==> config.mk <==
export PLATFORM = sky130hd
export DESIGN_NAME = buffer_pool_three_queue_manager_unit
export DESIGN_NICKNAME = d
export VERILOG_FILES = /design/src/hdl/bpq_pkg.sv /design/src/hdl/bpq_list_engine.sv /design/src/hdl/buffer_pool_three_queue_manager_unit.sv
export SDC_FILE = /design/constraint.sdc
export NUM_CORES = 1
export LEC_CHECK = 0
export BUFFER_PORTS_ARGS = -buffer_cell sky130_fd_sc_hd__buf_4
export CELL_PAD_IN_SITES_DETAIL_PLACEMENT = 0
export CELL_PAD_IN_SITES_GLOBAL_PLACEMENT = 2
export CORE_UTILIZATION = 43
export DETAILED_ROUTE_END_ITERATION = 12
export MAX_ROUTING_LAYER = met4
export PLACE_DENSITY_LB_ADDON = 0.1
export SYNTH_ARGS = -nofsm -noshare
export SYNTH_HDL_FRONTEND = slang
export SYNTH_SLANG_ARGS = --single-unit
==> constraint.sdc <==
create_clock -name aclk -period 8.3 [get_ports aclk]
set_input_delay 1.245 -clock aclk [delete_from_list [all_inputs] [get_ports aclk]]
set_output_delay 1.245 -clock aclk [all_outputs]
set_load 0.05 [all_outputs]
==> src/hdl/bpq_pkg.sv <==
// Types and constants of the buffer pool three-queue manager.
`default_nettype none
package bpq_pkg;

    localparam int NUM_BUFFERS = 16;
    localparam int IDX_W       = $clog2(NUM_BUFFERS);
    localparam int CNT_W       = $clog2(NUM_BUFFERS + 1);

    localparam int REQ_W       = 3;
    localparam int BUF_IDX_W   = 4;
    localparam int OUT_CNT_W   = 5;
    localparam int FAIL_W      = 32;
    localparam int NUM_LISTS   = 3;

    localparam int S_DATA_W    = 8;
    localparam int M_DATA_W    = 56;

    typedef enum logic [REQ_W-1:0] {
        REQ_TAKE_FREE = 3'd0,
        REQ_TAKE_IN   = 3'd1,
        REQ_TAKE_OUT  = 3'd2,
        REQ_PUT_FREE  = 3'd3,
        REQ_PUT_IN    = 3'd4,
        REQ_PUT_OUT   = 3'd5
    } bpq_req_t;

    typedef enum logic [1:0] {
        LIST_FREE = 2'd0,
        LIST_IN   = 2'd1,
        LIST_OUT  = 2'd2
    } bpq_list_t;

    // Declared high field first so the packed image matches tdata, ok in bit 0.
    typedef struct packed {
        logic [FAIL_W-1:0]    free_fail_count;
        logic [OUT_CNT_W-1:0] out_count;
        logic [OUT_CNT_W-1:0] in_count;
        logic [OUT_CNT_W-1:0] free_count;
        logic [BUF_IDX_W-1:0] taken_index;
        logic                 ok;
    } bpq_result_t;

    localparam int RES_W = $bits(bpq_result_t);

endpackage
`default_nettype wire

==> src/hdl/bpq_list_engine.sv <==
// List state (heads, tails, counts, links, fail counter) and its registered per-request update.
`default_nettype none
module bpq_list_engine
    import bpq_pkg::*;
(
    input  wire logic                 clk,
    input  wire logic                 rstn,
    input  wire logic                 fire,
    input  wire logic [REQ_W-1:0]     req,
    input  wire logic [BUF_IDX_W-1:0] idx,
    output bpq_result_t               res
);

    logic [IDX_W-1:0]  head_reg  [NUM_LISTS];
    logic [IDX_W-1:0]  head_next [NUM_LISTS];
    logic [IDX_W-1:0]  tail_reg  [NUM_LISTS];
    logic [IDX_W-1:0]  tail_next [NUM_LISTS];
    logic [CNT_W-1:0]  count_reg [NUM_LISTS];
    logic [CNT_W-1:0]  count_next[NUM_LISTS];
    logic [FAIL_W-1:0] fail_reg;
    logic [FAIL_W-1:0] fail_next;
    logic [IDX_W-1:0]  link_reg  [NUM_BUFFERS];

    bpq_list_t                   lst;
    logic                        is_take;
    logic                        is_put;
    logic [IDX_W-1:0]            sel_head;
    logic [CNT_W-1:0]            sel_count;
    logic [IDX_W-1:0]            link_rd;
    logic [IDX_W+BUF_IDX_W-1:0]  idx_wide;
    logic                        idx_fits;
    logic [IDX_W-1:0]            idx_n;
    logic                        link_we;
    logic [IDX_W-1:0]            link_waddr;
    logic                        ok;
    logic [IDX_W-1:0]            taken;
    logic [IDX_W+BUF_IDX_W-1:0]  taken_wide;

    always_comb begin
        is_take = 1'b0;
        is_put  = 1'b0;
        lst     = LIST_FREE;
        case (req)
            REQ_TAKE_FREE: begin is_take = 1'b1; lst = LIST_FREE; end
            REQ_TAKE_IN:   begin is_take = 1'b1; lst = LIST_IN;   end
            REQ_TAKE_OUT:  begin is_take = 1'b1; lst = LIST_OUT;  end
            REQ_PUT_FREE:  begin is_put  = 1'b1; lst = LIST_FREE; end
            REQ_PUT_IN:    begin is_put  = 1'b1; lst = LIST_IN;   end
            REQ_PUT_OUT:   begin is_put  = 1'b1; lst = LIST_OUT;  end
            default: begin
                is_take = 1'b0;
                is_put  = 1'b0;
            end
        endcase
    end

    assign sel_head  = head_reg[lst];
    assign sel_count = count_reg[lst];
    assign link_rd   = link_reg[sel_head];
    assign idx_wide  = {{IDX_W{1'b0}}, idx};
    assign idx_fits  = idx_wide < (IDX_W + BUF_IDX_W)'(NUM_BUFFERS);
    assign idx_n     = idx_wide[IDX_W-1:0];
    assign link_waddr = tail_reg[lst];

    always_comb begin
        head_next  = head_reg;
        tail_next  = tail_reg;
        count_next = count_reg;
        fail_next  = fail_reg;
        link_we    = 1'b0;
        ok         = 1'b0;
        taken      = '0;
        if (is_take) begin
            if (sel_count != '0) begin
                ok              = 1'b1;
                taken           = sel_head;
                head_next[lst]  = link_rd;
                count_next[lst] = sel_count - CNT_W'(1);
            end else if (lst == LIST_FREE) begin
                fail_next = fail_reg + FAIL_W'(1);
            end
        end else if (is_put) begin
            if (idx_fits && (sel_count != CNT_W'(NUM_BUFFERS))) begin
                ok = 1'b1;
                // empty list: new entry becomes head; else chain it behind the tail
                if (sel_count == '0) begin
                    head_next[lst] = idx_n;
                end else begin
                    link_we = 1'b1;
                end
                tail_next[lst]  = idx_n;
                count_next[lst] = sel_count + CNT_W'(1);
            end
        end
    end

    always_ff @(posedge clk) begin
        if (!rstn) begin
            // free list holds the whole pool, the other two start empty
            for (int i = 0; i < NUM_LISTS; i++) begin
                head_reg[i]  <= '0;
                tail_reg[i]  <= (i == int'(LIST_FREE)) ? IDX_W'(NUM_BUFFERS - 1) : '0;
                count_reg[i] <= (i == int'(LIST_FREE)) ? CNT_W'(NUM_BUFFERS) : '0;
            end
            fail_reg <= '0;
        end else if (fire) begin
            head_reg  <= head_next;
            tail_reg  <= tail_next;
            count_reg <= count_next;
            fail_reg  <= fail_next;
        end
    end

    // Link table: one write port at the selected tail, reset to ascending chain.
    for (genvar g = 0; g < NUM_BUFFERS; g++) begin : g_link
        localparam logic [IDX_W-1:0] LinkRst = IDX_W'((g + 1) % NUM_BUFFERS);
        always_ff @(posedge clk) begin
            if (!rstn) begin
                link_reg[g] <= LinkRst;
            end else if (fire && link_we && (link_waddr == IDX_W'(g))) begin
                link_reg[g] <= idx_n;
            end
        end
    end

    assign taken_wide = {{BUF_IDX_W{1'b0}}, taken};

    always_comb begin
        res.ok              = ok;
        res.taken_index     = taken_wide[BUF_IDX_W-1:0];
        res.free_count      = OUT_CNT_W'(count_next[LIST_FREE]);
        res.in_count        = OUT_CNT_W'(count_next[LIST_IN]);
        res.out_count       = OUT_CNT_W'(count_next[LIST_OUT]);
        res.free_fail_count = fail_next;
    end

endmodule
`default_nettype wire

==> src/hdl/buffer_pool_three_queue_manager_unit.sv <==
// Buffer pool three-queue manager: stream wrapper with input and result registers.
// A pool of NUM_BUFFERS buffer indices lives on three FIFO lists (free, input,
// output); after reset all buffers are on the free list in ascending order. Each
// request beat takes the head of one list, appends an index to one list, or (spare
// codes) leaves the lists alone, and yields exactly one result beat with status,
// the taken index, all three counts and the free-list failure count. One request
// is taken per clock unless backpressure stalls the input; a request beat sits in
// the input register, and its result is computed and loaded into the result
// register when that register frees up. The update of heads, tails, counts and the
// one link entry read and written per request sets that rate. Backpressure on the
// result side stalls the input only when both registers are full.
`default_nettype none
module buffer_pool_three_queue_manager_unit
    import bpq_pkg::*;
(
    input  wire logic                aclk,
    input  wire logic                aresetn,
    input  wire logic                s_tvalid,
    output logic                     s_tready,
    // [2:0] req_type, [6:3] buffer_index, [7] zero
    input  wire logic [S_DATA_W-1:0] s_tdata,
    output logic                     m_tvalid,
    input  wire logic                m_tready,
    // [0] ok, [4:1] taken_index, [9:5] free_count, [14:10] in_count,
    // [19:15] out_count, [51:20] free_fail_count, [55:52] zero
    output logic [M_DATA_W-1:0]      m_tdata
);

    logic                 in_valid_reg;
    logic [REQ_W-1:0]     in_req_reg;
    logic [BUF_IDX_W-1:0] in_idx_reg;
    logic                 out_valid_reg;
    bpq_result_t          result_reg;
    bpq_result_t          eng_res;
    logic                 advance;
    logic                 fire;

    // The result register frees up when empty or drained this cycle.
    assign advance  = !out_valid_reg || m_tready;
    assign s_tready = !in_valid_reg || advance;
    // Request is applied to list state exactly when it moves into the result register.
    assign fire     = in_valid_reg && advance;

    always_ff @(posedge aclk) begin
        if (!aresetn) begin
            in_valid_reg <= 1'b0;
        end else if (s_tready) begin
            in_valid_reg <= s_tvalid;
        end
    end

    always_ff @(posedge aclk) begin
        if (s_tready && s_tvalid) begin
            in_req_reg <= s_tdata[REQ_W-1:0];
            in_idx_reg <= s_tdata[REQ_W+BUF_IDX_W-1:REQ_W];
        end
    end

    bpq_list_engine u_engine (
        .clk  (aclk),
        .rstn (aresetn),
        .fire (fire),
        .req  (in_req_reg),
        .idx  (in_idx_reg),
        .res  (eng_res)
    );

    always_ff @(posedge aclk) begin
        if (!aresetn) begin
            out_valid_reg <= 1'b0;
        end else if (advance) begin
            out_valid_reg <= in_valid_reg;
        end
    end

    always_ff @(posedge aclk) begin
        if (fire) begin
            result_reg <= eng_res;
        end
    end

    assign m_tvalid = out_valid_reg;
    assign m_tdata  = {{(M_DATA_W - RES_W){1'b0}}, result_reg};

endmodule
`default_nettype wire

# Yosys cells after proc, flatten, opt, wreduce, memory -nomap -nowiden
# Memories as Yosys holds them, arrays and structs flattened.
# Index checks and enable logic that the tools add are counted.
[totals]
register_bits = 132
latch_bits = 0
mem_bits_rw = 64
rom_bits = 0
inputBits = 12
out_inout_bits = 58
mem_count = 1
[classes]
addsub = 3
multipliers = 0
n_div = 0
order_cmp = 3
n_eq_ne = 22
shift = 0
n_mux = 106
n_bitwise = 18
n_reduce_logical = 40
[mem_list]
columns = ["name", "words", "width", "read_ports", "rd_ports_with_merged_regs", "write_ports", "line_no", "text"]
rows = [
  ["u_engine.link_reg", 16, 4, 1, 0, 16, "bpq_list_engine.sv:22", "logic [IDX_W-1:0] link_reg [NUM_BUFFERS];"],
]
[ops]
columns = ["op", "count"]
rows = [
  ["two-way mux 32 bit", 3],
  ["two-way mux 4 bit", 21],
  ["two-way mux 12 bit", 5],
  ["two-way mux 15 bit", 4],
  ["two-way mux 1 bit", 59],
  ["bitwise mux 12 bit", 3],
  ["adder 32 x 1 -> 32 bit (second input constant)", 1],
  ["== test 4 bit (second input constant)", 8],
  ["bitwise mux 15 bit", 2],
  ["logical AND 1 bit", 21],
  ["binary-select mux 4 bit (select 2 bit)", 2],
  ["== test 4 x 3 -> 1 bit (second input constant)", 4],
  ["OR 1 bit", 16],
  ["two-way mux 5 bit", 3],
  ["binary-select mux 5 bit (select 2 bit)", 1],
  ["demux 5 bit (select 2 bit)", 1],
  ["demux 4 bit (select 2 bit)", 1],
  ["== test 4 x 2 -> 1 bit (second input constant)", 2],
  ["== test 3 x 2 -> 1 bit (second input constant)", 2],
  ["== test 3 bit (second input constant)", 2],
  ["nonzero test 2 bit", 3],
  ["OR reduction 3 bit", 2],
  ["adder 5 x 1 -> 5 bit (second input constant)", 1],
  ["logical NOT 5 bit", 1],
  ["other kinds (21)", 24],
]

# Logic depth before layout (Yosys ltp)
[logic_depth]
word_depth = 18
depth_mapped = 16
depth_no_buf = 11

# By module
# From an unflattened synthesis, not the netlist that was laid out.
[hier_totals]
cells_unflattened = 970
hier_area_um2 = 9985.8
[by_module_without_submodules]
columns = ["mod", "instances", "cells_per_inst", "area_each_um2", "seq_area_each_um2"]
rows = [
  ["bpq_list_engine", 1, 897, 8076.5, 3343.2],
  ["buffer_pool_three_queue_manager_unit", 1, 73, 1909.3, 1811.7],
]

# Worst setup path before layout
# Ideal clock, no wire load.
[synth_path]
path_kind = "in2reg"
startpoint = "in m_tready"
endpoint = "reg u_engine.count_reg[4] (netlist bit)"
setup_time_ns = 0.096
t_arrival_ns = 3.897
t_required_ns = 8.204
path_slack_ns = 4.307
path_stages = 7
path_buffers = 2
cell_sequence = "nand2b_1 > nand2_1 > inv_1 > clkbuf_1 > clkbuf_1 > a21oi_1 > a211oi_1"
[synth_between]
elab_chain_len = 2
[synth_rtl]
columns = ["item", "line_no", "text"]
rows = [
  ["start, declared", "buffer_pool_three_queue_manager_unit.sv:23", "input wire logic m_tready,"],
  ["logical OR 1 bit", "buffer_pool_three_queue_manager_unit.sv:39", "assign advance = !out_valid_reg || m_tready;"],
  ["logical AND 1 bit", "buffer_pool_three_queue_manager_unit.sv:42", "assign fire = in_valid_reg && advance;"],
  ["net fire", "buffer_pool_three_queue_manager_unit.sv:36", "logic fire;"],
  ["end signal, assigned by index", "bpq_list_engine.sv:103", "count_reg[i] <= (i == int'(LIST_FREE)) ? CNT_W'(NUM_BUFFERS) : '0;"],
  ["end signal, assigned", "bpq_list_engine.sv:109", "count_reg <= count_next;"],
  ["end, declared", "bpq_list_engine.sv:18", "logic [CNT_W-1:0] count_reg [NUM_LISTS];"],
]
# The timed path passes the listed nets, and every way through them passes these cells.
# A chain may end at the register's enable or synchronous reset.

# Worst setup path after layout
[layout_path]
startpoint = "reg in_req_reg[0]"
endpoint = "reg u_engine.fail_reg[30]"
[layout_between]
elab_chain_len = 10
elab_cells_between_ends = 19
classes_between = "4 x eq/ne; 8 x mux; 1 x bitwise; 6 x reduce/logical"
[layout_rtl]
columns = ["item", "line_no", "text"]
rows = [
  ["start, declared", "buffer_pool_three_queue_manager_unit.sv:30", "logic [REQ_W-1:0] in_req_reg;"],
  ["start signal, assigned", "buffer_pool_three_queue_manager_unit.sv:54", "in_req_reg <= s_tdata[REQ_W-1:0];"],
  ["== test 3 x 2 -> 1 bit, or another cell as far along", "bpq_list_engine.sv:43", "case (req)"],
  ["OR reduction 2 bit (no source line)", "-", ""],
  ["one-hot mux 2 bit (2 select lines)", "bpq_list_engine.sv:43", ""],
  ["NOT 2 -> 3 bit (implied by the code)", "bpq_list_engine.sv:58", "assign sel_count = count_reg[lst];"],
  ["binary-select mux 5 bit (select 2 bit)", "bpq_list_engine.sv:58", ""],
  ["two-way mux 5 bit (implied by the code) (2 in a row)", "bpq_list_engine.sv:58", ""],
  ["nonzero test 5 bit", "bpq_list_engine.sv:74", "if (sel_count != '0) begin"],
  ["two-way mux 32 bit", "bpq_list_engine.sv:74", ""],
  ["two-way mux 32 bit *", "bpq_list_engine.sv:73", "if (is_take) begin"],
  ["end signal, assigned", "bpq_list_engine.sv:110", "fail_reg <= fail_next;"],
  ["end, declared", "bpq_list_engine.sv:20", "logic [FAIL_W-1:0] fail_reg;"],
]
# Every way passes the cells marked *; elsewhere a longest branch is shown, timed or not. The select of a mux whose other input is x is not followed.

==> metrics <==
std cell rows 54; critical path class reg2reg; Critical Path RT 8.67 ns; Setup TNS 0 ns; RePlAce Congestion 0.882; combinational power share 0.143; Initial DRT Pass Iterations 5; chip width 153 µm; Multi-input gate area 0.00434 mm²; headroom to the max-slew limit 0.214; Post-route DRC 0; drt via density 6.10; CTS root buf clkbuf_16; initial antenna violation count 0; RSZ-0062 raised after global routing no; area grow syn2layout 12.4%; fraction of registers with async set/reset 0; Synth Area in Simple Gates 0.190; clk buf depth 2; share of cells above drive strength 1 0.142; Vias 7774; n_diodes 0; crit-path max FO 25; hold_buf cts 0; gr ovfl total 0; CTS tree done; largest net degree at the start of global routing 59; commonest non-fill, non-tap cells in the layout edfxtp_1 (123), buf_4 (75), dfxtp_1 (73); share of the synthesized area in the top cell type 0.375; mux cell area share after synthesis 0.0608; Starting Density 0.444; Post-Place Setup Slack 3.43 ns; most common cell after layout, fill and taps aside edfxtp_1; non-filler cells, final 1275; GRT Total Usage 0.237; CP Launch Type flip-flop; crit path capture type flip-flop; first-pass GRT wire length 41.7 mm; Final nets 996; max FFs per register 64; largest family of logic cells by synthesized area simple AND/OR/NAND/NOR gates; Synth Area per Inst 10.2 µm²; CORE AREA 0.0222 mm²; worst vdd ir 0.106 mV; CTS buffer count 17; crit path max-delay cell type nand4_1; final wirelength 26.5 mm; Fin. Hold Viols 0; WL per Instance 20.8 µm; Synth area leaders edfxtp_1 (38%), dfxtp_1 (15%), mux2i_1 (5.4%); final worst slack 3.33 ns; Post-synth top flop edfxtp_1; DIE HEIGHT 153 µm; DIE AREA 0.0235 mm²; Synth area leader edfxtp_1; clk sinks 196; register area 0.00515 mm²; Final Skew 0.0142 ns; CP cell instances buf_4 > nand2_1 > o221ai_1 > mux2i_1 > inv_1 > ha_1 > inv_1 > nor3_4 > and4_1 > nand4_1 > or4_1 > a21oi_1; Lkg Pwr 0.00366 µW; Clk network pwr share 0.372; Syn. warnings 0; Internal Power 1560 µW; Synth Area in XOR/XNOR 0.0453; Crit path max-delay family simple AND/OR/NAND/NOR gates; hpwl dp 17.5 mm; Post-Syn Instances 961; flop2flop setup slack 3.33 ns; fill cell total of the finished layout 2010; Post-synth EDFFs 123; min cycle time layout 4.97 ns; post-route clock period utilization 0.599; max frequency 201 MHz; Slew Limit Fails 0; io pins 70; Mapped Area 0.00984 mm²; register area share after synthesis 0.524; Tot Pwr 2230 µW; sequential power share 0.485; H-tree levels 4; post-CTS resize count 0; CP max stage delay 0.66 ns; worst slew pin tran 1.16 ns; Worst-path clk slew 0.08 ns; Starting DRT DRC Count 561; #FFs+latches synth 196; Psw 669 µW; postcts setup bufs 0; Pwr Density 202 mW/mm²; PortBufs 64; Synth Area in Compound Gates 0.138; setup violators final 0; antenna-violating nets left 0; Hold WC Path Type reg2reg; outcome finished, final reports clean; switching portion of total power 0.300; worst path bufs/invs 3; Placed Cells 1243; adder-cell share of the synthesized area 0.00254; vias in the first global route 7611; count of cell types in the netlist 69; Clock Latency Late Sink 0.45 ns; critical path arrival 5.35 ns; max-cap viol count 0; cell repeated most along the worst path inv_1
==> tightest hold or removal path: stages (launching register included) <==
cell and delay [ns]:
dfxtp_1 0.33, nand2_1 0.06, o22ai_1 0.05
==> layout make-up <==
| class | instances | area share |
|---|---|---|
| Clock buffer | 18 | 0.0388 |
| Clock inverter | 14 | 0.0146 |
| Inverter | 17 | 0.00577 |
| Multi-Input combinational cell | 675 | 0.392 |
| Sequential cell | 196 | 0.466 |
| Tap cell | 280 | 0.0317 |
| Timing Repair Buffer | 75 | 0.0509 |
==> layer usage <==
| metal | global-route usage | vias up | wire length [µm] |
|---|---|---|---|
| met2 | 0.381 | 246 | 12800 |
| met1 | 0.302 | 3836 | 11800 |
| li1 | - | 3653 | - |
| met5 | - | - | 0 |
| met3 | 0.0437 | 39 | 1450 |
| met4 | 0.0731 | 0 | 449 |
==> Yosys cell counts, drive strengths merged, types with 19 or more instances <==
cell type  number
xnor2          24
nor2           60
or4            20
o31ai          19
or3            37
nand2          66
nand3          36
a21oi          46
mux2i          53
xor2           26
o22ai          26
nor3           63
clkbuf         55
edfxtp        123
buf            21
o221ai         21
dfxtp          73
o21ai          41
==> power by group through the flow <==
stage,registers (µW),clock network (µW),logic [µW]
2_1_floorplan,1150,0,180
3_3_place_gp,1100,0,312
3_5_place_dp,1100,0,316
4_1_cts,1080,843,317
5_1_grt,1080,881,341
6_report,1080,829,319
==> final timing paths <==
check	from	endpoint	cells past startpoint
hold reg to reg	u_engine.count_reg[8]$_SDFFE_PN0P_	u_engine.count_reg[8]$_SDFFE_PN0P_	2
setup / recovery	in_req_reg[0]$_DFFE_PP_	u_engine.fail_reg[30]$_SDFFE_PN0P_	12
hold / removal	u_engine.count_reg[8]$_SDFFE_PN0P_	u_engine.count_reg[8]$_SDFFE_PN0P_	2
setup reg to reg	in_req_reg[0]$_DFFE_PP_	u_engine.fail_reg[30]$_SDFFE_PN0P_	12
==> kinds of logic (layout without fill, tap and decap cells) <==
family          Yosys count  after routing
simple gates            356            356
compound gates          204            204
flops                   196            196
buf+inv                  93            124
mux                      59             59
xor+xnor                 50             50
fa+ha+maj                 2              2
other cells               1              4
==> metrics by stage <==
stage	hold slack (ns)	cell area, µm²	utilization
finish	0.492	11100	0.499
global route	0.523	11100	0.499
CTS	0.490	11100	0.499
detailed placement	0.476	10500	0.473
global placement	0.473	10500	0.473
floorplan	0.445	9850	-
Note: power is estimated with default switching activity, not from simulation.
